### config.mk
export PLATFORM = sky130hd
export DESIGN_NAME = nmea_chk_parser
export DESIGN_NICKNAME = d
export VERILOG_FILES = /design/src/rtl/nmea_chk_pkg.sv /design/src/rtl/nmea_chk_parser.sv
export SDC_FILE = /design/constraint.sdc
export NUM_CORES = 1
export LEC_CHECK = 0
export BUFFER_PORTS_ARGS = -buffer_cell sky130_fd_sc_hd__buf_4
export CAP_MARGIN = 20
export CORE_ASPECT_RATIO = 1.5
export CORE_MARGIN = 2
export CORE_UTILIZATION = 50
export CTS_CLUSTER_SIZE = 20
export DETAILED_ROUTE_END_ITERATION = 6
export PLACE_DENSITY_LB_ADDON = 0.2
export SLEW_MARGIN = 10
export SYNTH_ARGS = -nofsm -noshare
export SYNTH_HDL_FRONTEND = slang
export SYNTH_SLANG_ARGS = --single-unit
### constraint.sdc
create_clock -name clk -period 6.5 [get_ports clk]
set_input_delay 1.3 -clock clk [delete_from_list [all_inputs] [get_ports clk]]
set_output_delay 1.3 -clock clk [all_outputs]
set_load 0.01 [all_outputs]
### src/rtl/nmea_chk_pkg.sv
// Shared types and codes for the NMEA sentence checker.
// No dependencies; used by nmea_chk_parser and nmea_sentence_checker.
package nmea_chk_pkg;

  localparam int BYTE_W = 8;
  localparam int KIND_W = 3;
  localparam int NUM_W  = 7;

  localparam logic [KIND_W-1:0] KIND_GLL   = 3'd0;
  localparam logic [KIND_W-1:0] KIND_RMC   = 3'd1;
  localparam logic [KIND_W-1:0] KIND_GSA   = 3'd2;
  localparam logic [KIND_W-1:0] KIND_GSV   = 3'd3;
  localparam logic [KIND_W-1:0] KIND_VTG   = 3'd4;
  localparam logic [KIND_W-1:0] KIND_GGA   = 3'd5;
  localparam logic [KIND_W-1:0] KIND_OTHER = 3'd6;

  typedef struct packed {
    logic              checksum_ok;
    logic [BYTE_W-1:0] computed_checksum;
    logic [BYTE_W-1:0] received_checksum;
    logic [KIND_W-1:0] sentence_kind;
    logic              time_present;
    logic [NUM_W-1:0]  utc_hour;
    logic [NUM_W-1:0]  utc_minute;
    logic [NUM_W-1:0]  utc_second;
    logic              sats_present;
    logic [NUM_W-1:0]  sats_in_view;
  } nmea_res_t;

endpackage

### src/rtl/nmea_chk_parser.sv
// Sentence state and per-byte update: phase, running XOR, checksum digits, fields.
// Depends on nmea_chk_pkg; instantiated by nmea_sentence_checker.
module nmea_chk_parser (
  input  logic                      clk,
  input  logic                      rst_n,
  input  logic                      step,
  input  logic [7:0]                rx_byte,
  output logic                      emit,
  output nmea_chk_pkg::nmea_res_t   res
);
  import nmea_chk_pkg::*;

  localparam logic [2:0] PH_IDLE = 3'd0;
  localparam logic [2:0] PH_BODY = 3'd1;
  localparam logic [2:0] PH_CK1  = 3'd2;
  localparam logic [2:0] PH_CK2  = 3'd3;
  localparam logic [2:0] PH_TAIL = 3'd4;

  localparam logic [7:0] CH_DOLLAR = 8'h24;
  localparam logic [7:0] CH_STAR   = 8'h2A;
  localparam logic [7:0] CH_COMMA  = 8'h2C;
  localparam logic [7:0] CH_CR     = 8'h0D;
  localparam logic [7:0] CH_LF     = 8'h0A;

  localparam logic [39:0] ID_GLL = 40'h4750474C4C;
  localparam logic [39:0] ID_RMC = 40'h4750524D43;
  localparam logic [39:0] ID_GSA = 40'h4750475341;
  localparam logic [39:0] ID_GSV = 40'h4750475356;
  localparam logic [39:0] ID_VTG = 40'h4750565447;
  localparam logic [39:0] ID_GGA = 40'h4750474741;

  localparam logic [3:0] NIB_BAD   = 4'hE;
  localparam logic [3:0] NIB_EMPTY = 4'hF;

  function automatic logic is_digit(input logic [7:0] b);
    is_digit = (b >= 8'h30) && (b <= 8'h39);
  endfunction

  function automatic logic [3:0] hex_val(input logic [7:0] b);
    if (is_digit(b)) hex_val = b[3:0];
    else if ((b >= 8'h41 && b <= 8'h46) || (b >= 8'h61 && b <= 8'h66))
      hex_val = 4'(b[3:0] + 4'd9);
    else hex_val = 4'd0;
  endfunction

  function automatic logic [KIND_W-1:0] kind_of(input logic [39:0] id);
    if (id == ID_GLL) kind_of = KIND_GLL;
    else if (id == ID_RMC) kind_of = KIND_RMC;
    else if (id == ID_GSA) kind_of = KIND_GSA;
    else if (id == ID_GSV) kind_of = KIND_GSV;
    else if (id == ID_VTG) kind_of = KIND_VTG;
    else if (id == ID_GGA) kind_of = KIND_GGA;
    else kind_of = KIND_OTHER;
  endfunction

  // Bit 7 marks the end of the leading digits; bits 6:0 saturate at 127.
  function automatic logic [7:0] num_step(input logic [7:0] acc, input logic [7:0] b);
    logic [10:0] v;
    v = 11'(acc[6:0]) * 11'd10 + 11'(b[3:0]);
    if (acc[7]) num_step = acc;
    else if (!is_digit(b)) num_step = acc | 8'h80;
    else if (v > 11'd127) num_step = 8'd127;
    else num_step = v[7:0];
  endfunction

  function automatic logic [NUM_W-1:0] two_digits(input logic [3:0] a, input logic [3:0] b);
    if (a > 4'd9) two_digits = '0;
    else if (b > 4'd9) two_digits = NUM_W'(a);
    else two_digits = NUM_W'(a) * NUM_W'(10) + NUM_W'(b);
  endfunction

  logic [2:0]       phase_r, phase_nxt;
  logic [7:0]       xor_r, xor_nxt;
  logic [7:0]       rxs_r, rxs_nxt;
  logic [3:0]       fidx_r, fidx_nxt;
  logic [2:0]       cidx_r, cidx_nxt;
  logic [39:0]      id_r, id_nxt;
  logic [5:0][3:0]  td_r, td_nxt;
  logic [7:0]       gmsg_r, gmsg_nxt;
  logic [7:0]       gcnt_r, gcnt_nxt;
  logic             cr_r, cr_nxt;

  logic             active;
  logic [KIND_W-1:0] kind_cur;
  logic             time_fld;
  logic [39:0]      id_fin;
  logic [KIND_W-1:0] kind_fin;
  logic             ok;

  assign active   = (phase_r >= PH_BODY) && (phase_r <= PH_TAIL);
  assign kind_cur = kind_of(id_r);
  assign time_fld = (kind_cur == KIND_GLL && fidx_r == 4'd5) ||
                    (kind_cur == KIND_RMC && fidx_r == 4'd1);

  always_comb begin
    phase_nxt = phase_r;
    xor_nxt   = xor_r;
    rxs_nxt   = rxs_r;
    fidx_nxt  = fidx_r;
    cidx_nxt  = cidx_r;
    id_nxt    = id_r;
    td_nxt    = td_r;
    gmsg_nxt  = gmsg_r;
    gcnt_nxt  = gcnt_r;
    cr_nxt    = cr_r;
    emit      = 1'b0;

    if (!active) begin
      if (rx_byte == CH_DOLLAR) begin
        phase_nxt = PH_BODY;
        xor_nxt   = '0;
        rxs_nxt   = '0;
        fidx_nxt  = '0;
        cidx_nxt  = '0;
        id_nxt    = '0;
        td_nxt    = {6{NIB_EMPTY}};
        gmsg_nxt  = '0;
        gcnt_nxt  = '0;
        cr_nxt    = 1'b0;
      end
    end else begin
      if (rx_byte == CH_STAR) begin
        // restart digit capture on every star
        phase_nxt = PH_CK1;
        rxs_nxt   = '0;
      end else begin
        unique case (phase_r)
          PH_BODY: begin
            if (rx_byte != CH_DOLLAR) begin
              xor_nxt = xor_r ^ rx_byte;
              if (rx_byte == CH_COMMA) begin
                // drop an identifier of the wrong length
                if (fidx_r == '0 && cidx_r != 3'd5) id_nxt = '0;
                if (fidx_r != 4'd15) fidx_nxt = fidx_r + 4'd1;
                cidx_nxt = '0;
              end else begin
                if (fidx_r == '0) begin
                  for (int i = 0; i < 5; i++) begin
                    if (cidx_r == 3'(i)) id_nxt[8*(4-i) +: 8] = id_r[8*(4-i) +: 8] | rx_byte;
                  end
                end else begin
                  if (time_fld) begin
                    for (int i = 0; i < 6; i++) begin
                      if (cidx_r == 3'(i))
                        td_nxt[5-i] = is_digit(rx_byte) ? rx_byte[3:0] : NIB_BAD;
                    end
                  end
                  if (kind_cur == KIND_GSV && fidx_r == 4'd2) gmsg_nxt = num_step(gmsg_r, rx_byte);
                  if (kind_cur == KIND_GSV && fidx_r == 4'd3) gcnt_nxt = num_step(gcnt_r, rx_byte);
                end
                if (cidx_r != 3'd7) cidx_nxt = cidx_r + 3'd1;
              end
            end
          end
          PH_CK1: begin
            rxs_nxt   = {hex_val(rx_byte), 4'h0};
            phase_nxt = PH_CK2;
          end
          PH_CK2: begin
            rxs_nxt   = {rxs_r[7:4], hex_val(rx_byte)};
            phase_nxt = PH_TAIL;
          end
          default: ;
        endcase
      end

      if (rx_byte == CH_LF && cr_r) begin
        emit      = 1'b1;
        phase_nxt = PH_IDLE;
        cr_nxt    = 1'b0;
      end else begin
        cr_nxt = (rx_byte == CH_CR);
      end
    end
  end

  // Result is formed from the state as it stands after this byte.
  assign id_fin   = (fidx_nxt == '0 && cidx_nxt != 3'd5) ? '0 : id_nxt;
  assign kind_fin = kind_of(id_fin);
  assign ok       = (xor_nxt == rxs_nxt);

  always_comb begin
    res                   = '0;
    res.checksum_ok       = ok;
    res.computed_checksum = xor_nxt;
    res.received_checksum = rxs_nxt;
    res.sentence_kind     = kind_fin;
    if (ok && (kind_fin == KIND_GLL || kind_fin == KIND_RMC) && td_nxt[5] != NIB_EMPTY) begin
      res.time_present = 1'b1;
      res.utc_hour     = two_digits(td_nxt[5], td_nxt[4]);
      res.utc_minute   = two_digits(td_nxt[3], td_nxt[2]);
      res.utc_second   = two_digits(td_nxt[1], td_nxt[0]);
    end
    if (ok && kind_fin == KIND_GSV && gmsg_nxt[6:0] == 7'd1) begin
      res.sats_present = 1'b1;
      res.sats_in_view = (gcnt_nxt[6:0] > 7'd99) ? 7'd99 : gcnt_nxt[6:0];
    end
  end

  always_ff @(posedge clk) begin
    if (!rst_n) begin
      phase_r <= PH_IDLE;
      xor_r   <= '0;
      rxs_r   <= '0;
      fidx_r  <= '0;
      cidx_r  <= '0;
      id_r    <= '0;
      td_r    <= '0;
      gmsg_r  <= '0;
      gcnt_r  <= '0;
      cr_r    <= 1'b0;
    end else if (step) begin
      phase_r <= phase_nxt;
      xor_r   <= xor_nxt;
      rxs_r   <= rxs_nxt;
      fidx_r  <= fidx_nxt;
      cidx_r  <= cidx_nxt;
      id_r    <= id_nxt;
      td_r    <= td_nxt;
      gmsg_r  <= gmsg_nxt;
      gcnt_r  <= gcnt_nxt;
      cr_r    <= cr_nxt;
    end
  end

  a_emit_goes_idle: assert property (@(posedge clk) disable iff (!rst_n)
    step && emit |=> phase_r == PH_IDLE)
    else $error("phase not idle after sentence end");

  a_emit_in_sentence: assert property (@(posedge clk) disable iff (!rst_n)
    emit |-> active && cr_r)
    else $error("result raised outside a sentence");

  a_start_clears: assert property (@(posedge clk) disable iff (!rst_n)
    step && !active && rx_byte == CH_DOLLAR |=> phase_r == PH_BODY && xor_r == '0 && fidx_r == '0)
    else $error("sentence start did not clear state");

  a_sats_gsv: assert property (@(posedge clk) disable iff (!rst_n)
    emit && res.sats_present |-> res.sentence_kind == KIND_GSV && res.checksum_ok)
    else $error("satellite count outside a good GSV sentence");

endmodule

==> impl_summary.md, run 1 <==
Worst setup path
STA classifies the critical path endpoint as a primary output. The setup path with the least slack is of type input pin to primary output. The startpoint type of the worst setup path is an input pin. Of all nets on the critical path, the largest fanout is 6.

The worst path arrival time is 5020 ps. The data required time of the critical path is 5200 ps.

Power and ir drop
Net switching is 36.7% of the power. The worst-case IR drop observed on VDD is 0.000103 V. Summed over all nets, the switching power comes to 0.000684 W. The internal portion of the total power is 0.00118 W. The leakage power is 4.18 nW. The combinational power share is 31.4%. The clock network burns 30.8% of the power. The power density of the placed cells is 182 nW/um^2. Registers are responsible for 37.7% of the overall power.

Global routing
The number of global-route vias before repair is 9,085. The initial antenna violation count is 0. The first global-routing pass estimated 49.9 mm of wire. Global routing used 33.5% of the available tracks across all layers. The largest net degree at the start of global routing is 59. Summed over all layers, the global routing overflow is 0.

Route
The mean routed wirelength per cell is 22.4 microns. The antenna violation net count after detailed routing is 0. The detailed router placed 9,469 vias in this run.

The DRC violation count after routing is 0. Dividing the detail-routed via count by the number of cells gives 6.62. Before antenna repair, the detailed router went through 6 iterations. After detailed routing, the total wire length is 32.1 mm. The count of routing violations after the opening detailed-route iteration is 839.

Floorplan
The initial core utilization is 50.6%. The die area is 19,100 sq um. The height of the die is 168 microns.

The placeable core area is 17,800 sq um. The number of top-level pins is 62. The row count is 60.

The overall die width is 114 microns.

Logic synthesis
The number of nets produced by synthesis is 1,216. Each instance of the synthesized netlist takes up on average 7.91 sq um. In this run, distinct cell masters in the synthesized netlist total 99. The most used flip-flop cell after synthesis is dfxtp_1.

The count of yosys warnings during synthesis is 0. Yosys mapped a number of flops with a built-in enable equal to 0. Counting flops and latches in the post-synthesis netlist gives 107.

For this run, asynchronously set or reset flops after synthesis account for 0%. The synthesized area is 9010 sq um. Synthesis handed over a netlist of 1,139 instances. Sequential cells were found to cover 23.8% of the synthesized design area.

Clock tree
The CTS clock-pin slew for the worst setup and hold paths is 80 ps. The number of buffers inserted during clock tree synthesis is 9. Buffers added to address setup during post-CTS repair amount to 0. The number of clock sinks is 107.

In this run the number of H-tree levels came out at 3. The maximum buffer depth of the clock tree is 2. The worst-skew pair later-pin latency is 370 ps. The tree is rooted in a clkbuf_16. The count of instances resized after the clock tree is built is 0. Hold repair after CTS inserted 0 buffers. The clock tree from TritonCTS is yes.

Timing
Setup repair after global routing could not meet its margin everywhere. The clock arrives with 8.08 ps of skew. The fmax is 158 MHz. The count of final hold-check violations came to 0. At the pin with the least slew margin, the transition time is 995 ps. The smallest clock period supported by the final layout is computed as 6320 ps. The worst path uses 97.2% of the clock period. The headroom to the max-slew limit is 33.2%. Setup violations remaining at the end of the flow were counted as 0. The number of pins with negative max-slew slack in the final report is 0.

Status
The flow ran to the end, and the final reports show no timing, DRC or antenna violations.

Layout
Measured on the finished design, the core utilization comes to 57.5%. Relative to the synthesized area, the layout overhead comes to 13.6%. 0 antenna diodes ended up in the layout. The number of nets in the final layout is 1,285. The fraction of layout instances using a drive strength above 1 is 17.6%.

The cell area after layout is 10,200 sq um. The layout has 1,720 filler cells.

Placement
The HPWL after detailed placement is 24.4 mm. The placement-stage cell area is 9890 sq um. The congestion estimate from routability-driven global placement came to 1.02. The port buffer count is 61.

Flow run
The max-capacitance violation count is 0.

Worst hold path
The kind of path behind the tightest hold check is flop to flop.
worst paths after layout:
kind | start | end | slack (ps) | cells after the start
hold reg to reg | id_r[26]$_SDFFE_PN0P_ | id_r[26]$_SDFFE_PN0P_ | 470 | 2
hold / removal | id_r[26]$_SDFFE_PN0P_ | id_r[26]$_SDFFE_PN0P_ | 470 | 2
setup / recovery | rx_byte[1] | res[8] | 180 | 17
setup reg to reg | phase_r[0]$_SDFFE_PN0P_ | rxs_r[7]$_SDFFE_PN0P_ | 2900 | 7
flip-flops by register name, indices dropped and copies added, names as in the netlist:
register  flops
fidx_r        4
gcnt_r        8
cr_r          1
cidx_r        3
phase_r       3
id_r         40
xor_r         8
rxs_r         8
td_r         24
gmsg_r        8
through the flow:
stage / cells / total power, W / TNS (ps) / setup WS [ps] / hold slack [ps]
after global routing: 1430 / 0.00195 / -90.4 / -37.9 / 503
after CTS: 1429 / 0.00186 / 0 / 87.3 / 477
final: 1430 / 0.00187 / 0 / 181 / 474
after global placement: 1413 / 0.00128 / 0 / 211 / 445
after detailed placement: 1413 / 0.00129 / 0 / 83.5 / 458
after floorplan: 1139 / 0.00111 / 0 / 163 / 428
per-layer routing:
layer  GRT usage (%)  vias to the layer above  wire length (microns)  part of all wire [%]
li1                -                     4419                      -                     -
met1            39.6                     4432                  12500                    39
met2            57.0                      487                  15500                    48
met3            4.07                      131                   2110                   6.6
met4            21.0                        0                   2050                   6.4
met5               0                        -                      0                     0
logic make-up after synthesis:
kind of cell / after synthesis / share of synthesized area [%]
xor+xnor: 32 / 3.11
compound gates: 339 / 26.7
flops: 107 / 23.8
mux: 23 / 2.65
simple gates: 473 / 29.1
buf+inv: 99 / 4.69
fa+ha+maj: 66 / 10.0
critical path, cell delays in order:
cell       delay [ps]
buf_4             140
inv_1             120
ha_1              230
buf_4             160
and4b_1           270
nand2_1           140
a2111oi_0         450
buf_4             200
o2111ai_1         150
nor4_1            460
and3_1            250
a41o_1            330
buf_4             170
nand4_1           160
buf_4             220
nor2_1            120
buf_4             130
power groups by stage:
stage,Clock [W],Sequential [W],Combinational (W)
floorplan,0,0.000706,0.000401
CTS,0.000578,0.000702,0.000576
global route,0.000604,0.000707,0.000637
detailed placement,0,0.000717,0.000573
global placement,0,0.000717,0.000567
finish,0.000575,0.000704,0.000586
area by class of cell:
class	count	area, sq um	area share (%)
Clock buffer	9	225	2.20
Clock inverter	7	77.6	0.758
Inverter	39	146	1.43
Multi-Input combinational cell	933	6490	63.4
Sequential cell	107	2140	20.9
Tap cell	217	272	2.65
Timing Repair Buffer	118	883	8.63
cells in the mapped netlist (7+ instances only):
cell | count | share of area [%]
a22o_1 | 12 | 1.2
o211ai_1 | 9 | 0.75
inv_1 | 38 | 1.6
nor3_1 | 33 | 1.8
xnor2_1 | 23 | 2.2
ha_1 | 56 | 7.8
nor4_1 | 20 | 1.4
o21ai_1 | 9 | 0.50
dfxtp_1 | 107 | 24
nor2b_1 | 8 | 0.56
and2_1 | 15 | 1.0
nor2_1 | 157 | 6.5
mux2i_1 | 16 | 1.8
and3_1 | 16 | 1.1
o21ai_0 | 45 | 2.5
a21oi_1 | 87 | 4.8
o22ai_1 | 7 | 0.49
xor2_1 | 9 | 0.87
a211oi_1 | 21 | 1.7
a21o_1 | 15 | 1.2
o21a_1 | 9 | 0.75
o221a_2 | 17 | 2.1
nand2_1 | 74 | 3.1
or3_1 | 14 | 0.97
nor3b_1 | 9 | 0.75
mux2_2 | 7 | 0.87
nand3_1 | 22 | 1.2
nand4b_1 | 7 | 0.68
nand2b_1 | 12 | 0.83
fa_1 | 10 | 2.2
a22oi_1 | 12 | 1.0
buf_2 | 8 | 0.44
nand4_1 | 20 | 1.4
clkbuf_1 | 39 | 1.6
a32oi_1 | 8 | 0.78
a31oi_1 | 23 | 1.6
placed cells by master (no fill, tap or decap), types with 16 or more instances in the layout:
cell type / synthesis / routed
a21oi_1: 87 / 86
ha_1: 56 / 56
nor4_1: 20 / 18
nand4_1: 20 / 20
o21ai_0: 45 / 45
nand2_1: 74 / 74
o221a_2: 17 / 17
nand3_1: 22 / 22
and3_1: 16 / 16
mux2i_1: 16 / 16
nor2_1: 157 / 155
nor3_1: 33 / 32
dfxtp_1: 107 / 107
a211oi_1: 21 / 21
a31oi_1: 23 / 23
buf_4: 5 / 117
inv_1: 38 / 38
xnor2_1: 23 / 23
(Power assumes the default switching activity.)
==> run 2, diff against run 1 <==
--- a/config.mk
+++ b/config.mk
@@ -9,7 +9,7 @@
 export CAP_MARGIN = 20
 export CORE_ASPECT_RATIO = 1.5
 export CORE_MARGIN = 2
-export CORE_UTILIZATION = 50
+export CORE_UTILIZATION = 55
 export CTS_CLUSTER_SIZE = 20
 export DETAILED_ROUTE_END_ITERATION = 6
 export PLACE_DENSITY_LB_ADDON = 0.2
==> impl_summary.md, run 2 (same netlist as run 1, synthesis figures left out) <==
Timing
The worst hold slack is 469 ps (-4.73 ps). The count of final hold-check violations is 0 (unchanged). The part of the cycle the worst path needs is 97.2% (about the same). The number of setup violations in the final report is 0 (unchanged). The headroom to the max-slew limit is 23.2% (-10 points).

The transition time at the pin with the least slew margin is 1140 ps (+147 ps). The clock period minus final worst setup slack is 6320 ps (-1.58 ps). The final worst-path setup slack was 182 ps (+1.58 ps). The clock tree skew after final layout was 11.5 ps (+3.43 ps).

The fmax is 158 MHz (about the same). The number of pins with negative max-slew slack in the final report is 0 (unchanged).

Route
The final wirelength is 32.0 mm (about the same). The count of routing violations after the opening detailed-route iteration is 890 (+6.1%). The DRC violation count after routing came to 1 (+1). The number of vias per cell after detailed routing is 6.86 (+3.6%). The number of iterations in the first detailed-routing pass is 7 (+1).

The mean routed wirelength per cell is 22.5 microns (+0.46%). The overall via count from detail_route was 9,754 (+3.0%). The antenna violation net count after detailed routing is 0 (unchanged).

Layout
The largest registers in the layout are id_r: 40 flops, td_r: 24 flops. The filler cell count was 1,508 (-12%). The area occupied by registers was 2140 sq um (unchanged). The fraction of layout instances using a drive strength above 1 is 17.8% (+0.12 points).

The number of diodes added for antenna fixing was 0 (unchanged). The register with the most flip-flops in the final layout is id_r. The number of nets in the final layout is 1,288 (+0.23%). The final cell utilization of the core was 63.6% (+6.1 points). The most common library cell in the layout ignoring fill and taps is nor2_1.

The number of cells in the finished layout apart from fillers is 1,422 (-0.56%). The number of flip-flops in the largest register is 40 (unchanged). The combined area of the multi-input logic cells is 6490 sq um (about the same). The growth of design area from synthesis to finish is 13.8%. Leaving out fill and tap cells, the most frequent cells in the layout are 155 x nor2_1, 120 x buf_4, 107 x dfxtp_1.

Clock tree
The maximum buffer depth of the clock tree is 2 (unchanged). The count of hold-fix buffers inserted at cts is 0 (unchanged). The H-tree level count is 3 (unchanged). The CTS clock-pin slew for the worst setup and hold paths was 80 ps (about the same). The worst-skew pair later-pin latency is 380 ps (about the same). The clock tree from TritonCTS is yes. The number of buffers inserted during clock tree synthesis is 9 (unchanged). The cell at the root of the clock tree is clkbuf_16. The number of clock sinks is 107 (unchanged).

Placement
The port buffer count is 61 (unchanged). The total half-perimeter wirelength after legalization and detailed placement is 24.1 mm (-1.3%). The placed cell count was 1,405 (-0.57%). The minimum setup slack after placement was 17.5 ps (-65.9 ps). The weighted congestion reported at the end of routability-driven placement is 1.04 (+1.5%).

Worst setup path
The launch point of the worst reg-to-reg path is id_r[26]$_SDFFE_PN0P_. The number of cell instances on the worst register-to-register path is 7 (unchanged). STA classifies the critical path endpoint as a primary output.

The startpoint type of the worst setup path is an input pin. The data required time of the critical path was 5200 ps (about the same). The endpoint of the worst register-to-register path is gcnt_r[6]$_SDFFE_PN0P_. The critical path in this run is classified as input pin to primary output. The worst path arrival time was 5020 ps (about the same). The largest driver fanout on the critical path was 8 (+2). The slack of the worst reg-to-reg path was 2900 ps (about the same).

Worst hold path
The cell count of the worst hold path came to 2 (unchanged). The startpoint of the lowest-slack hold path is id_r[24]$_SDFFE_PN0P_. The kind of path behind the tightest hold check is flop to flop. The endpoint of the worst hold path is id_r[24]$_SDFFE_PN0P_.

Power and ir drop
The power density of the placed cells is 180 nW/um^2 (-1.1%). The leakage power is 4.22 nW (+0.96%). The total power is 0.00185 W (-0.92%). The largest voltage drop on the vdd net was 0.000121 V (+17%).

Global routing
The largest net degree at the start of global routing is 40 (-32%). The number of global-route vias before repair is 9,369 (+3.1%). The first-pass GRT wire length is 49.7 mm (-0.55%).

The initial antenna violation count was 0 (unchanged). The total congestion overflow is 0 (unchanged). The combined global-route utilization of all metal layers was 36.7% (+3.2 points).

Floorplan
The number of top-level pins is 62 (unchanged). The height of the die is 161 microns (-4.5%). The placeable core area is 16,100 sq um (-9.4%).

The overall die width is 109 microns (-4.5%). The initial core utilization is 55.9% (+5.3 points). The die area is 17,400 sq um (-8.8%). The row count is 57 (-5.0%).

Flow run
The max-capacitance violation count is 0 (unchanged).

Status
The final reports fail on design-rule violations. The flow ran to the end, but the final reports show violations.
==> run 2: worst max path at each step <==
stage,from,end,cells after the start
2_1_floorplan,rx_byte[7],res[21],16
3_3_place_gp,rx_byte[1],res[14],18
3_5_place_dp,rx_byte[1],res[14],18
4_1_cts,rx_byte[1],res[14],18
5_1_grt,rx_byte[1],res[28],18
6_report,rx_byte[1],res[18],14
==> run 2: report_power, final <==
part	leakage [nW]	internal (W)	switching, W
sequential	0.867	0.000678	0.0000223
combinational	3.21	0.000222	0.000351
clock	0.150	0.000276	0.000299
==> run 2: metrics by stage <==
step | setup TNS [ps] | cell area, sq um
after floorplan | 0 | 9010
after global placement | 0 | 9900
after detailed placement | 0 | 9900
after CTS | 0 | 10200
after global routing | -28.8 | 10200
final | 0 | 10200
==> run 2: cell type report <==
cell class                      instances  share of cell area [%]
Timing Repair Buffer                  121                    8.84
Sequential cell                       107                    20.9
Tap cell                              206                    2.51
Clock inverter                          7                   0.793
Multi-Input combinational cell        933                    63.3
Clock buffer                            9                    2.20
Inverter                               39                    1.43
==> run 2: worst max-delay path, cell delays in order <==
cell	delay, ps
buf_4	120
inv_1	110
ha_2	300
and4b_1	260
nand2_1	110
a2111oi_0	590
buf_4	210
o2111ai_1	180
nand4b_1	310
nor4_1	440
a41o_1	340
nand4_1	330
a211oi_1	260
buf_4	160
==> run 2: timing repair <==
item | 4_1_cts | 5_1_grt
endpoints found under the setup margin | 0 | 9
setup buffers | 0 | 0
gates resized for setup | 0 | 8
==> run 2: per-layer routing <==
metal  vias up  wire (microns)  part of all wire, %  GRT usage (%)
met5         -               0                    0              0
met3       169            2710                  8.4           5.97
met4         0            2400                  7.5           24.7
met2       533           15200                   47           60.5
met1      4617           11700                   37           42.9
li1       4435               -                    -              -
==> run 3, diff against run 2 <==
--- a/config.mk
+++ b/config.mk
@@ -12,6 +12,7 @@
 export CORE_UTILIZATION = 55
 export CTS_CLUSTER_SIZE = 20
 export DETAILED_ROUTE_END_ITERATION = 6
+export MAX_ROUTING_LAYER = met4
 export PLACE_DENSITY_LB_ADDON = 0.2
 export SLEW_MARGIN = 10
 export SYNTH_ARGS = -nofsm -noshare
==> impl_summary.md, run 3 (same netlist as run 1, synthesis figures left out) <==
Worst setup path
The peak per-stage delay on the critical path was 590 ps (about the same). The depth of the critical timing path with buffers and inverters included was 16 (+2). The type of the worst setup path is input pin to primary output. Traced cell by cell, the critical path runs through buf_4 > or4b_1 > a21oi_4 > nor3_2 > nand4_2 > mux2_2 > nor2_1 > ha_1 > ha_1 > inv_1 > fa_1 > nor3b_1 > xnor2_1 > xnor2_1 > nor3_1 > buf_4. The slack of the worst reg-to-reg path came to 2310 ps (-590 ps). In this run the critical register-to-register path is launched from phase_r[2]$_SDFFE_PN0P_. The startpoint type of the worst setup path is an input pin. The largest driver fanout on the critical path was 9 (+1). The number of cell instances on the worst register-to-register path is 9 (+2). The worst path buffer plus inverter count is 3 (-1).

The worst path arrival time is 5050 ps (+30 ps). The data required time of the critical path is 5200 ps (about the same). The family with the most delay on the worst path is simple AND/OR/NAND/NOR gates. The slowest stage of the critical path belongs to the cell or4b_1. The worst register-to-register path ends at id_r[8]$_SDFFE_PN0P_. The type of destination of the critical path is a primary output.

Power and ir drop
The sequential group share of total power was 37.2% (-0.7 points). The fraction of power consumed by the clock network is 31.4% (+0.3 points). The power density of the placed cells is 183 nW/um^2 (+1.3%). The combinational power share is 31.4% (+0.4 points). The leakage power is 4.23 nW (+0.18%). The design internal power came to 0.00121 W (+2.9%). The largest voltage drop on the vdd net was 0.000119 V (-1.5%).

The switching power is 0.000666 W (-0.89%). The switching part of the total power is 35.5% (-0.87 points). The total power is 0.00188 W (+1.5%).

Route
The number of vias per cell after detailed routing is 6.73 (-1.9%). The overall via count from detail_route is 9,582 (-1.8%). The DRC violation count after routing is 1 (unchanged). The mean routed wirelength per cell is 22.7 microns (+0.86%). The antenna violation net count after detailed routing is 0 (unchanged). The count of routing violations after the opening detailed-route iteration came to 994 (+12%). The final wirelength is 32.4 mm (+1.0%).

The number of iterations in the first detailed-routing pass is 7 (unchanged).

Layout
The library cell used most frequently in the layout, excluding fill and tap cells, is nor2_1. The register with the most flip-flops in the final layout is id_r. The growth of design area from synthesis to finish is 14.0%.

The number of nets in the final layout came to 1,290 (+0.16%). The fraction of layout instances using a drive strength above 1 came to 18.0% (+0.22 points). In the layout the commonest cells are 155 x nor2_1, 122 x buf_4, 107 x dfxtp_1.

The number of diodes added for antenna fixing is 0 (unchanged). The number of cells in the finished layout apart from fillers is 1,424 (+0.14%). The largest registers in the layout are id_r: 40 flops, td_r: 24 flops. The number of flip-flops in the largest register was 40 (unchanged).

Floorplan
The row count was 57 (unchanged). The overall die width is 109 microns (unchanged). The initial core utilization is 55.9% (unchanged). The die area was 17,400 sq um (unchanged). The number of top-level pins was 62 (unchanged). The height of the die came to 161 microns (unchanged). The placeable core area is 16,100 sq um (unchanged).

Placement
The port buffer count is 61 (unchanged). The total half-perimeter wirelength after legalization and detailed placement is 24.3 mm (+0.63%). The placed cell count is 1,407 (+0.14%). The weighted congestion reported at the end of routability-driven placement is 1.08 (+3.6%).

Worst hold path
For hold timing, the worst endpoint is id_r[29]$_SDFFE_PN0P_. The cell count of the worst hold path was 2 (unchanged). The startpoint of the lowest-slack hold path is id_r[29]$_SDFFE_PN0P_. The kind of path behind the tightest hold check is flop to flop.

Clock tree
The worst-skew pair later-pin latency is 370 ps (about the same). The number of buffers inserted during clock tree synthesis is 9 (unchanged). The cell at the root of the clock tree is clkbuf_16. The maximum buffer depth of the clock tree is 2 (unchanged). The H-tree level count is 3 (unchanged). The clock tree from TritonCTS is yes. The CTS clock-pin slew for the worst setup and hold paths is 70 ps (about the same). The number of clock sinks is 107 (unchanged).

Flow run
The max-capacitance violation count was 0 (unchanged).

Timing
The number of pins with negative max-slew slack in the final report is 0 (unchanged). The headroom to the max-slew limit is 38.4% (+15 points). The clock period minus final worst setup slack was 6350 ps (+36.8 ps).

The fmax is 157 MHz (-0.58%). The count of final hold-check violations is 0 (unchanged). The transition time at the pin with the least slew margin came to 915 ps (-227 ps). The worst hold slack was 468 ps (-0.493 ps). Setup repair after global routing could not meet its margin everywhere. The aggregate negative setup slack is 0 ps (unchanged). The number of setup violations in the final report is 0 (unchanged).

The clock tree skew after final layout is 11.1 ps (-0.444 ps). The part of the cycle the worst path needs is 97.8% (+0.57 points).

Status
The run finished, with violations left. The checks that failed: design-rule violations.

Global routing
The total congestion overflow is 0 (unchanged). The initial antenna violation count is 0 (unchanged). The first-pass GRT wire length is 50.4 mm (+1.4%). The combined global-route utilization of all metal layers was 38.2% (+1.5 points). The largest net degree at the start of global routing was 57 (+43%). The number of global-route vias before repair is 9,310 (-0.63%).
[run 3: cell count changes in the layout (fill, tap and decap cells not counted), moves of 2 or more]
cell,previous run,this run
a21oi_2,3,1
buf_4,120,122
clkinv_8,2,0
nand4_2,1,3
nand4_4,2,0
nor3_2,5,7
nor3_4,2,0
[run 3: cell type report]
| class | count | area, sq um |
|---|---|---|
| timing repair buffer | 123 | 921 |
| tap | 206 | 258 |
| fill | 1480 | 5840 |
| clock inverter | 7 | 83.8 |
| clock buffer | 9 | 225 |
| sequential | 107 | 2140 |
| inverter | 39 | 146 |
| multi-input combinational | 933 | 6500 |
[run 3: metrics by stage]
step / utilization, % / area (sq um) / worst slack [ps]
5_1_grt: 63.7 / 10300 / -30.4
3_5_place_dp: 61.5 / 9910 / 174
2_1_floorplan: - / 9010 / 163
3_3_place_gp: 61.5 / 9910 / 260
6_report: 63.7 / 10300 / 145
4_1_cts: 63.4 / 10200 / 159
[run 3: tightest hold or removal path, delay by kind of cell (launching register included)]
family	cells	cell delay, ps
compound gates	1	40
flops	1	330
simple gates	1	70
[run 3: layer usage]
| metal | global-route usage, % | wire [microns] | vias to the layer above |
|---|---|---|---|
| met5 | - | 0 | - |
| met4 | 21.0 | 1880 | 0 |
| met3 | 6.29 | 2540 | 137 |
| met2 | 61.6 | 15600 | 517 |
| met1 | 44.8 | 12300 | 4494 |
| li1 | - | - | 4434 |
[run 3: how the worst max path moves through the flow]
| stage | from | to | slack, ps |
|---|---|---|---|
| 2_1_floorplan | rx_byte[7] | res[21] | 160 |
| 4_1_cts | rx_byte[1] | res[28] | 160 |
| 3_5_place_dp | rx_byte[1] | res[28] | 170 |
| 5_1_grt | rx_byte[1] | res[21] | -30 |
| 6_report | rx_byte[7] | res[21] | 150 |
| 3_3_place_gp | rx_byte[1] | res[28] | 260 |
[run 3: power by group through the flow]
stage                     Combinational, W  Sequential [W]  Clock, W
after floorplan                   0.000401        0.000706         0
after global placement            0.000560        0.000712         0
after CTS                         0.000572        0.000697  0.000591
after global routing              0.000643        0.000701  0.000619
after detailed placement          0.000568        0.000712         0
final                             0.000588        0.000699  0.000589
[run 3: timing repair]
action,in CTS,in global routing
buffers inserted,0,0
gates resized for setup,0,8
hold buffers,0,0
setup endpoints to repair,0,10
